`config.mk`:
```
export PLATFORM = sky130hd
export DESIGN_NAME = delta_audio_frame_decoder
export DESIGN_NICKNAME = d
export VERILOG_FILES = /design/src/dafd_pkg.sv /design/src/dafd_front.sv /design/src/dafd_cmdq.sv /design/src/dafd_back.sv /design/src/delta_audio_frame_decoder.sv
export SDC_FILE = /design/constraint.sdc
export NUM_CORES = 1
export LEC_CHECK = 0
export BUFFER_PORTS_ARGS = -buffer_cell sky130_fd_sc_hd__buf_4
export CAP_MARGIN = 40
export CORE_MARGIN = 10
export CORE_UTILIZATION = 45
export CTS_CLUSTER_DIAMETER = 150
export DETAILED_ROUTE_END_ITERATION = 6
export PLACE_DENSITY = 0.67
export REMOVE_ABC_BUFFERS = 1
export SYNTH_ARGS = -nofsm -noshare
export SYNTH_HDL_FRONTEND = slang
export SYNTH_HIERARCHICAL = 1
export SYNTH_SLANG_ARGS = --single-unit
```
`constraint.sdc`:
```
create_clock -name clk -period 6.5 [get_ports clk]
set_clock_uncertainty 0.15 [all_clocks]
set_input_delay 1.3 -clock clk [delete_from_list [all_inputs] [get_ports clk]]
set_output_delay 1.3 -clock clk [all_outputs]
set_load 0.02 [all_outputs]
```
`src/dafd_pkg.sv`:
```
// Shared types, constants and delta tables for the delta audio frame decoder.
package dafd_pkg;

	// Width of the frame sample counter.
	localparam int unsigned LEN_W = 16;
	// Width of a per-command sample count (1..64).
	localparam int unsigned CNT_W = 7;
	// Width of the sample index inside one command (0..63).
	localparam int unsigned IDX_W = 6;
	// Depth of the command queue between front and back.
	localparam int unsigned Q_DEPTH = 4;
	localparam int unsigned Q_AW = $clog2(Q_DEPTH);

	// Predictor value at the start of a frame.
	localparam logic [7:0] PRED_INIT = 8'h80;

	// Code byte fields.
	localparam logic [1:0] CODE_SHORT  = 2'd0;
	localparam logic [1:0] CODE_NIB    = 2'd1;
	localparam logic [1:0] CODE_PAIR   = 2'd2;
	localparam logic [1:0] CODE_REPEAT = 2'd3;

	// Work items handed from the front to the back.
	typedef enum logic [2:0] {
		OP_LIT,
		OP_DELTA,
		OP_D4,
		OP_D2,
		OP_REP
	} op_t;

	typedef struct packed {
		op_t              op;
		logic [7:0]       data;
		logic [CNT_W-1:0] n;
		logic             init;
		logic             last;
	} cmd_t;

	// Four-bit delta table.
	function automatic logic signed [4:0] tab4(input logic [3:0] code);
		logic signed [4:0] d;
		case (code)
			4'd0:    d = -5'sd9;
			4'd1:    d = -5'sd8;
			4'd2:    d = -5'sd6;
			4'd3:    d = -5'sd5;
			4'd4:    d = -5'sd4;
			4'd5:    d = -5'sd3;
			4'd6:    d = -5'sd2;
			4'd7:    d = -5'sd1;
			4'd8:    d = 5'sd0;
			4'd9:    d = 5'sd1;
			4'd10:   d = 5'sd2;
			4'd11:   d = 5'sd3;
			4'd12:   d = 5'sd4;
			4'd13:   d = 5'sd5;
			4'd14:   d = 5'sd6;
			default: d = 5'sd8;
		endcase
		return d;
	endfunction

	// Two-bit delta table.
	function automatic logic signed [4:0] tab2(input logic [1:0] code);
		logic signed [4:0] d;
		case (code)
			2'd0:    d = -5'sd2;
			2'd1:    d = -5'sd1;
			2'd2:    d = 5'sd0;
			default: d = 5'sd1;
		endcase
		return d;
	endfunction

	// Adds a small signed delta to a sample and clamps the result to 0..255.
	function automatic logic [7:0] sat_add(input logic [7:0] base, input logic signed [4:0] d);
		logic signed [9:0] sum;
		logic [7:0]        res;
		sum = $signed({2'b00, base}) + 10'(d);
		if (sum < 10'sd0) begin
			res = 8'd0;
		end else if (sum > 10'sd255) begin
			res = 8'd255;
		end else begin
			res = sum[7:0];
		end
		return res;
	endfunction

endpackage

```
`src/dafd_front.sv`:
```
// Front end: parses compressed bytes, tracks run and frame state, issues sample commands.
module dafd_front (
	input  logic                    clk,
	input  logic                    arst_n,
	input  logic                    acc,
	input  logic [7:0]              in_byte,
	input  logic                    frame_start,
	input  logic [15:0]             frame_length,
	output logic                    push,
	output dafd_pkg::cmd_t          cmd
);
	import dafd_pkg::*;

	typedef enum logic [1:0] {
		RM_CODE,
		RM_LIT,
		RM_NIB,
		RM_PAIR
	} run_t;

	run_t             mode_q;
	logic [CNT_W-1:0] rem_q;
	logic [LEN_W-1:0] left_q;
	logic             pend_q;

	run_t             md;
	logic [CNT_W-1:0] rm;
	logic [LEN_W-1:0] sl;
	logic [LEN_W-1:0] nsl;
	logic [CNT_W-1:0] cnt;
	logic [CNT_W-1:0] clipped;

	// Run length of a code (bytes, or samples for a repeat), and the same count cut to what the frame has left.
	assign cnt     = {1'b0, in_byte[5:0]} + CNT_W'(1);
	assign clipped = ({{(LEN_W-CNT_W){1'b0}}, cnt} > sl) ? sl[CNT_W-1:0] : cnt;

	// Decode one byte against the current run state.
	always_comb begin
		sl       = frame_start ? LEN_W'(frame_length) : left_q;
		md       = frame_start ? RM_CODE : mode_q;
		rm       = frame_start ? '0 : rem_q;
		push     = 1'b0;
		cmd.op   = OP_LIT;
		cmd.data = in_byte;
		cmd.n    = '0;
		cmd.init = pend_q | frame_start;
		cmd.last = 1'b0;
		if (sl != '0) begin
			// A delta byte that would overrun the frame is read as a code.
			if (md == RM_NIB && sl < LEN_W'(2)) begin
				md = RM_CODE;
			end
			if (md == RM_PAIR && sl < LEN_W'(4)) begin
				md = RM_CODE;
			end
			case (md)
				RM_LIT: begin
					push   = 1'b1;
					cmd.op = OP_LIT;
					cmd.n  = CNT_W'(1);
					rm     = rm - CNT_W'(1);
				end
				RM_NIB: begin
					push   = 1'b1;
					cmd.op = OP_D4;
					cmd.n  = CNT_W'(2);
					rm     = rm - CNT_W'(1);
				end
				RM_PAIR: begin
					push   = 1'b1;
					cmd.op = OP_D2;
					cmd.n  = CNT_W'(4);
					rm     = rm - CNT_W'(1);
				end
				default: begin
					case (in_byte[7:6])
						CODE_SHORT: begin
							if (in_byte[5]) begin
								push   = 1'b1;
								cmd.op = OP_DELTA;
								cmd.n  = CNT_W'(1);
							end else begin
								md = RM_LIT;
								rm = clipped;
							end
						end
						CODE_NIB: begin
							md = RM_NIB;
							rm = cnt;
						end
						CODE_PAIR: begin
							md = RM_PAIR;
							rm = cnt;
						end
						default: begin
							push   = 1'b1;
							cmd.op = OP_REP;
							cmd.n  = clipped;
						end
					endcase
				end
			endcase
		end
		nsl      = sl - {{(LEN_W-CNT_W){1'b0}}, cmd.n};
		cmd.last = (nsl == '0);
		// A finished run or frame returns to code parsing.
		if (rm == '0 || nsl == '0) begin
			md = RM_CODE;
			rm = '0;
		end
	end

	// Run and frame state.
	always_ff @(posedge clk or negedge arst_n) begin
		if (!arst_n) begin
			mode_q <= RM_CODE;
			rem_q  <= '0;
			left_q <= '0;
			pend_q <= 1'b0;
		end else if (acc) begin
			mode_q <= md;
			rem_q  <= rm;
			left_q <= nsl;
			pend_q <= push ? 1'b0 : (pend_q | frame_start);
		end
	end

`ifndef NO_ASSERTIONS
	// Outside a frame no run may be pending.
	a_idle_no_run: assert property (@(posedge clk) disable iff (!arst_n)
		(left_q == '0) |-> (mode_q == RM_CODE && rem_q == '0))
		else $error("run state left over outside a frame");
`endif

endmodule

```
`src/dafd_cmdq.sv`:
```
// Short command queue between the front end and the sample generator.
module dafd_cmdq (
	input  logic           clk,
	input  logic           arst_n,
	input  logic           push,
	input  dafd_pkg::cmd_t wr_cmd,
	input  logic           pop,
	output dafd_pkg::cmd_t head,
	output logic           empty,
	output logic           full
);
	import dafd_pkg::*;

	cmd_t              mem_q [Q_DEPTH];
	logic [Q_AW-1:0]   wr_q;
	logic [Q_AW-1:0]   rd_q;
	logic [Q_AW:0]     cnt_q;

	assign empty = (cnt_q == '0);
	assign full  = (cnt_q == (Q_AW+1)'(Q_DEPTH));
	assign head  = mem_q[rd_q];

	// Entry storage.
	always_ff @(posedge clk) begin
		if (push) begin
			mem_q[wr_q] <= wr_cmd;
		end
	end

	// Pointers and fill count.
	always_ff @(posedge clk or negedge arst_n) begin
		if (!arst_n) begin
			wr_q  <= '0;
			rd_q  <= '0;
			cnt_q <= '0;
		end else begin
			if (push) begin
				wr_q <= wr_q + Q_AW'(1);
			end
			if (pop) begin
				rd_q <= rd_q + Q_AW'(1);
			end
			case ({push, pop})
				2'b10:   cnt_q <= cnt_q + (Q_AW+1)'(1);
				2'b01:   cnt_q <= cnt_q - (Q_AW+1)'(1);
				default: cnt_q <= cnt_q;
			endcase
		end
	end

`ifndef NO_ASSERTIONS
	a_no_overflow: assert property (@(posedge clk) disable iff (!arst_n)
		push |-> !full)
		else $error("command queue written while full");
	a_no_underflow: assert property (@(posedge clk) disable iff (!arst_n)
		pop |-> !empty)
		else $error("command queue read while empty");
`endif

endmodule

```
`src/dafd_back.sv`:
```
// Back end: runs queued commands one sample per cycle while the receiver does not stall, and holds the predictor.
module dafd_back (
	input  logic           clk,
	input  logic           arst_n,
	input  dafd_pkg::cmd_t head,
	input  logic           empty,
	output logic           pop,
	input  logic           sample_stall,
	output logic           sample_valid,
	output logic [7:0]     sample,
	output logic           frame_end
);
	import dafd_pkg::*;

	logic [7:0]       pred_q;
	logic [IDX_W-1:0] idx_q;
	logic             valid_q;
	logic [7:0]       sample_q;
	logic             frame_end_q;

	logic             go;
	logic             last_smp;
	logic [7:0]       base;
	logic [7:0]       value;
	logic [3:0]       nib;
	logic [1:0]       pair;

	assign go       = !empty && (!valid_q || !sample_stall);
	assign last_smp = ({1'b0, idx_q} + CNT_W'(1)) == head.n;
	assign pop      = go && last_smp;
	assign base     = (head.init && idx_q == '0) ? PRED_INIT : pred_q;
	assign nib      = idx_q[0] ? head.data[7:4] : head.data[3:0];

	// Select the delta field for the current sample, low bits first.
	always_comb begin
		case (idx_q[1:0])
			2'd0:    pair = head.data[1:0];
			2'd1:    pair = head.data[3:2];
			2'd2:    pair = head.data[5:4];
			default: pair = head.data[7:6];
		endcase
	end

	// Next sample value.
	always_comb begin
		case (head.op)
			OP_LIT:   value = head.data;
			OP_DELTA: value = sat_add(base, $signed(head.data[4:0]));
			OP_D4:    value = sat_add(base, tab4(nib));
			OP_D2:    value = sat_add(base, tab2(pair));
			default:  value = base;
		endcase
	end

	// Predictor, sample index and output register.
	always_ff @(posedge clk or negedge arst_n) begin
		if (!arst_n) begin
			pred_q      <= PRED_INIT;
			idx_q       <= '0;
			valid_q     <= 1'b0;
			sample_q    <= '0;
			frame_end_q <= 1'b0;
		end else if (go) begin
			pred_q      <= value;
			sample_q    <= value;
			frame_end_q <= head.last && last_smp;
			idx_q       <= last_smp ? '0 : idx_q + IDX_W'(1);
			valid_q     <= 1'b1;
		end else if (!sample_stall) begin
			valid_q <= 1'b0;
		end
	end

	assign sample_valid = valid_q;
	assign sample       = sample_q;
	assign frame_end    = frame_end_q;

`ifndef NO_ASSERTIONS
	a_idx_in_range: assert property (@(posedge clk) disable iff (!arst_n)
		!empty |-> ({1'b0, idx_q} < head.n))
		else $error("sample index past command length");
	a_idx_idle_zero: assert property (@(posedge clk) disable iff (!arst_n)
		empty |-> (idx_q == '0))
		else $error("sample index not cleared between commands");
`endif

endmodule

```
`src/delta_audio_frame_decoder.sv`:
```
// Top level of the delta audio frame decoder.
//
// Input channel: one compressed byte per request on in_byte, with frame_start
// marking the first byte of a frame and frame_length giving its sample count.
// A byte is taken when byte_valid is high and byte_stall is low.
// Output channel: one decoded 8-bit sample per request on sample, with
// frame_end high on the last sample of the frame; taken when sample_valid is
// high and sample_stall is low.
// The front end parses one byte per cycle, while the queue is not full, into
// sample commands and pushes them into a four-entry queue; the back end turns
// the head command into one sample per cycle while the receiver does not stall.
// The first sample of a byte passes through the queue and the output register
// after the byte is taken. Throughput is one sample per cycle, set by the back
// end's single sample path; a byte yields 0, 1, 2, 4 or up to 64 samples, and
// byte_stall rises while the queue is full.
// Reset clears the queue, the run state and the frame count and sets the
// predictor to 128; bytes arriving outside a frame yield nothing. When the
// receiver stalls, the held sample stays put and the queue fills behind it.
module delta_audio_frame_decoder (
	input  logic        clk,
	input  logic        arst_n,
	input  logic        byte_valid,
	output logic        byte_stall,
	input  logic [7:0]  in_byte,
	input  logic        frame_start,
	input  logic [15:0] frame_length,
	output logic        sample_valid,
	input  logic        sample_stall,
	output logic [7:0]  sample,
	output logic        frame_end
);
	import dafd_pkg::*;

	logic acc;
	logic push;
	logic pop;
	logic empty;
	logic full;
	cmd_t wr_cmd;
	cmd_t head;

	assign byte_stall = full;
	assign acc        = byte_valid && !full;

	dafd_front u_front (
		.clk          (clk),
		.arst_n       (arst_n),
		.acc          (acc),
		.in_byte      (in_byte),
		.frame_start  (frame_start),
		.frame_length (frame_length),
		.push         (push),
		.cmd          (wr_cmd)
	);

	dafd_cmdq u_cmdq (
		.clk    (clk),
		.arst_n (arst_n),
		.push   (push && acc),
		.wr_cmd (wr_cmd),
		.pop    (pop),
		.head   (head),
		.empty  (empty),
		.full   (full)
	);

	dafd_back u_back (
		.clk          (clk),
		.arst_n       (arst_n),
		.head         (head),
		.empty        (empty),
		.pop          (pop),
		.sample_stall (sample_stall),
		.sample_valid (sample_valid),
		.sample       (sample),
		.frame_end    (frame_end)
	);

endmodule
```
Word level (Yosys, flattened, before mapping)
Memories as Yosys holds them, arrays and structs flattened. Index checks and enable logic that the tools add are counted.

Output and inout port bits: 11. Word-level logic and storage cells: 131. Flip-flop bits (word level): 57. Input bits: 29. RAM bits: 80. Memories: 2. Memory bits (read-only): 80.

Memory list: (no name shown) (depth 16, bits a word 5, rd ports 1, clocked after Yosys merged registers in 0, write ports 0, line dafd_pkg.sv:43) `case (code)`; u_cmdq.mem_q (depth 4, bits a word 20, rd ports 1, clocked after Yosys merged registers in 0, write ports 1, line dafd_cmdq.sv:14) `cmd_t mem_q [Q_DEPTH];`.

Multiplexer cells: 50. Equal/unequal tests: 19. Reductions and logical operators: 26. Bitwise logic cells: 1. Add/sub/neg operators: 12. Magnitude comparators: 9.

Operators with widths (number): two-way mux 8 bit (7); two-way mux 7 bit (7); one-hot mux 8 bit (4 select lines) (1); adder 9 x 5 -> 10 bit (3); greater-than comparator 10 x 9 -> 1 bit (second input constant) (3); less-than comparator 10 x 1 -> 1 bit (second input constant) (3); one-hot mux 7 bit (2 select lines) (2); one-hot mux 7 bit (3 select lines) (1); two-way mux 2 bit (9); == test 2 bit (second input constant) (8); greater-than comparator 7 x 16 -> 1 bit (1); logical NOT 16 bit (1); less-than comparator 16 x 2 -> 1 bit (second input constant) (1); less-than comparator 16 x 3 -> 1 bit (second input constant) (1); two-way mux 16 bit (1); nonzero test 16 bit (1); subtractor 16 x 7 -> 16 bit (1); one-hot mux 5 bit (3 select lines) (1); adder 6 x 1 -> 7 bit (second input constant) (2); one-hot mux 2 bit (3 select lines) (2); one-hot mux 3 bit (2 select lines) (2); == test 2 x 1 -> 1 bit (second input constant) (5); two-way mux 1 bit (10); two-way mux 5 bit (2); 26 further kinds (42).

Longest topological paths before layout
Depth after elaboration: 16. Gate-level depth with buffers: 28. Depth with buffers taken out: 24.

Modules after synthesis
The synthesis kept the hierarchy.

Modules (own cells, without submodules): dafd_cmdq (instances 1, sequential area each 2577.5 µm², area an instance 3286.9 µm², cells each 141); dafd_front (instances 1, sequential area each 650.6 µm², area an instance 3275.6 µm², cells each 420); dafd_back (instances 1, sequential area each 426.7 µm², area an instance 3108.0 µm², cells each 397); delta_audio_frame_decoder (instances 1, sequential area each 0.0 µm², area an instance 15.0 µm², cells each 2).

Least setup slack after synthesis
No wires, ideal clock.

Path type: input -> register. Start point: input port frame_start. End point: register u_front.mode_q[0]. Data required time: 6208 ps. Path slack: -260 ps. Buffers on the path: 6. Arrival: 6468 ps. Stages: 26. Setup time: 142 ps. Path through: buf_6 > buf_6 > buf_4 > buf_2 > mux2i_1 > inv_1 > ha_1 > nand4_1 > nor2_1 > or3_1 > buf_2 > or2_4 > clkbuf_1 > nand2_1 > o211ai_1 > a211oi_1 > ha_1 > nor2b_1 > o21a_1 > o21a_1 > o21a_1 > or4_1 > xor2_1 > or4b_1 > nor2_4 > o32ai_1.

RTL lines: start: declaration (line delta_audio_frame_decoder.sv:25) `input logic frame_start,`; end signal: assignment (line dafd_front.sv:121) `mode_q <= md;`; end: declaration (line dafd_front.sv:21) `run_t mode_q;`.

==> flow_summary.yaml <==
detailed_routing:
  met1_length_microns: 11000
  wl_met2_microns: 12200
  initialDrtViolationCount: 655
  via_per_inst: 5.83
  wl_per_cell_microns: 19.0
  postRouteAntennaNets: 0
  drt-pass1-iter-count: 6
  drc: 0
  vias: 7635
  drt-total-wl_microns: 24800
  top_layer_used: "met4"
  dr_wl_met3_microns: 1040
worst_setup_path:
  arrival_ns: 6.21
  crit_required_ns: 6.62
  crit_slowest_cell: "or4b_1"
  cp_max_fo: 11
  crit_chain: "buf_4 > ha_1 > buf_4 > xor2_1 > ha_1 > a21oi_1 > a21oi_1 > nor3_1 > or2_4 > buf_4 > o211ai_1 > a211oi_1 > ha_1 > fa_1 > nor2b_1 > o21a_1 > o21ai_0 > a21oi_1 > nor3_1 > xor2_1 > or4b_1 > nor2_4 > buf_12 > o32ai_1"
  critPathMaxStageDelay_ns: 0.51
  crit_type: "in -> reg"
  setup.worst_path.end_class: "register"
  crit_path_start_kind: "input port"
layout:
  finalNonFillerCells: 1310
  layout_commonest_cell: "nand2_1"
  antenna_cells: 0
  mostFrequentLayoutCells: "nand2_1 (89), buf_4 (83), edfxtp_1 (80), ha_1 (62), nor2_1 (61)"
  drive_gt1_frac: 0.189
  fillers: 1853
  fin_util: 0.525
  synthToLayoutAreaGrowth_pct: 14.2
  final_nets: 1118
power:
  total_power_uw: 6240
  p_per_area_mw_per_mm2: 564
  switching_power_uw: 2920
  ir_worst_vdd_v: 0.000286
  comb_power_share: 0.630
  power.share.sequential: 0.212
  power.share.clock: 0.159
  swShare: 0.468
  p_int_uw: 3320
  cellLeakagePower_uw: 0.00445
sta:
  setup_viol: 0
  fin_crit_sh: 0.937
  fin_crit_ns: 6.09
  slew_headroom: 0.479
  slew_viol_final: 0
  tns_ns: 0
  fin_ws_ns: 0.410
  finalHoldViolCount: 0
  fmax_ghz: 0.164
  tightest_slew_ns: 0.780
  rsz0062_at_grt: "no"
synth:
  postSynthAreaPerCell_sq_um: 10.1
  yosysSeqAreaShare: 0.377
  ys_async_sr_fraction: 0.385
  synth_cell_types: 101
  ys_warn_count: 6
  synthFlopType: "edfxtp_1"
  synthCells: 960
  ys_ff_latch: 130
  synth-edff-count: 80
  synth_area_sq_mm: 0.00969
global_route:
  grt_pass1_wl_microns: 40500
  antenna_found_initial: 0
  grt_pass1_vias: 7649
  grt_overflow: 0
  grtUsageTotal: 0.177
  grt_max_degree: 51
cts:
  clk_pin_slew_worst_paths_ns: 0.06
  numCtsBuffers: 17
  ctsLongestPathBuffers: 2
  insertion_delay_ns: 0.42
  cts_tree: "yes"
  cts_htree_levels: 4
  post_cts_resize_count: 0
  clock-root-buffer: "clkbuf_16"
  cts.sinks: 130
placed_design:
  numPortBuffers: 39
  dp.cells: 1277
  hpwl_microns: 18900
  gp_congestion: 0.939
  place_ws_ns: -0.130
run:
  cap_violations: 0
floorplan:
  start_util: 0.459
  die_y_microns: 167
  ios: 40
  rows: 53
  dieArea_sq_mm: 0.0278
  core-area_sq_mm: 0.0211
  die_x_microns: 167
outcome:
  status: "finished clean"
worst_hold_path:
  hold_path_class: "reg -> reg"
==> path summary, 6_finish.rpt <==
check | cells past startpoint | slack [ns] | to | startpoint
min in group asynchronous | 1 | 0.80 | u_back/idx_q[3] | arst_n
max reg2reg | 22 | 1.31 | u_front/mode_q[1] | u_front/left_q[0]
min | 2 | 0.34 | u_front/rem_q[6] | u_front/rem_q[6]
min reg2reg | 2 | 0.34 | u_front/rem_q[6] | u_front/rem_q[6]
max in group asynchronous | 1 | 4.92 | u_cmdq/cnt_q[2] | arst_n
max | 24 | 0.41 | u_front/mode_q[1] | in_byte[0]
==> power groups by stage <==
stage | clock network [uW] | logic (uW) | registers, uW
3_5_place_dp | 0 | 3860 | 1340
6_report | 990 | 3930 | 1320
4_1_cts | 1010 | 3900 | 1320
2_1_floorplan | 0 | 2880 | 1330
5_1_grt | 1050 | 4340 | 1360
3_3_place_gp | 0 | 3790 | 1330
==> critical path, delay by kind of cell <==
family,cells,cell delay (ns)
buffers and inverters,4,0.53
adders and majority gates,4,1.01
xor gates and xnor gates,2,0.42
AOI/OAI and AO/OA,8,1.42
and+or+nand+nor,6,1.52
==> layer usage <==
metal / vias to the layer above / track usage
li1: 3696 / -
met1: 3693 / 0.220
met2: 210 / 0.302
met3: 36 / 0.0334
met4: 0 / 0.0554
met5: - / 0
==> Yosys cell counts (all sizes together), types with 3 or more instances <==
library cell  number  share of area
nand2b            16          0.010
o22ai              9         0.0071
o21a              13          0.010
a22oi              5         0.0044
a211oi            14          0.012
buf               30          0.024
mux2i             19          0.024
mux4              20          0.047
nand3             26          0.014
nand2             89          0.034
fa                 5          0.010
nor3              24          0.013
a21oi             62          0.035
ha                62          0.080
nand3b             4         0.0031
a221oi             3         0.0027
o31ai             13          0.013
a222oi             3         0.0031
o211ai            13          0.011
inv               55          0.021
or2                6         0.0041
nor4              10         0.0099
o21ai             58          0.030
clkbuf            16         0.0062
nand4              4         0.0026
nor2              63          0.026
xnor2             23          0.022
a2111oi            4         0.0056
o2111ai            5         0.0045
edfxtp            80           0.25
a21boi             3         0.0023
nor3b              7         0.0065
a21o              15          0.012
nor4b              4         0.0043
and3              12         0.0078
nor2b             12         0.0085
o32ai              4         0.0036
mux2              10          0.012
or4                3         0.0023
o21bai             5         0.0039
a31oi             11         0.0078
xor2              27          0.024
dfrtp             49           0.13
and2              13         0.0084
==> state kept, by name, summed over array words and instances, names as in the netlist <==
name and cells:
u_front/mode_q 2, u_back/sample_valid 1, u_cmdq/cnt_q 3, u_front/rem_q 7, u_front/left_q 16, u_cmdq/wr_q 2
u_back/idx_q 6, u_back/frame_end 1, u_cmdq/mem_q 80, u_front/pend_q 1, u_cmdq/rd_q 2, u_back/sample 1
u_back/pred_q 8
==> per-stage QoR <==
step / instance area, sq um / hold slack [ns]
floorplan: 9390 / 0.299
global placement: 10400 / 0.318
detailed placement: 10400 / 0.328
CTS: 11000 / 0.339
global route: 11100 / 0.361
finish: 11100 / 0.341
==> final cells by class <==
type	instances	area, sq um	share of cell area
multi-input cells	729	5530	0.500
flip-flops and latches	130	3650	0.330
repair buffers	89	718	0.0649
clock buffers	17	425	0.0384
well taps	275	344	0.0311
inverters	55	206	0.0187
clock inverters	15	181	0.0164
==> cell families (layout without fill, tap and decap cells) <==
kind of cell / after synthesis / after routing / share of synthesized area
xor gates and xnor gates: 50 / 50 / 0.0460
and+or+nand+nor: 302 / 302 / 0.163
DFF: 130 / 130 / 0.377
muxes: 49 / 49 / 0.0831
AOI/OAI and AO/OA: 261 / 261 / 0.188
buffers and inverters: 101 / 176 / 0.0515
adders and majority gates: 67 / 67 / 0.0904
==> what timing repair did <==
item,CTS,global route
setup buffers,0,1
hold buffers,0,0
endpoints found under the setup margin,0,12
Power figures use the tool's default switching activity.
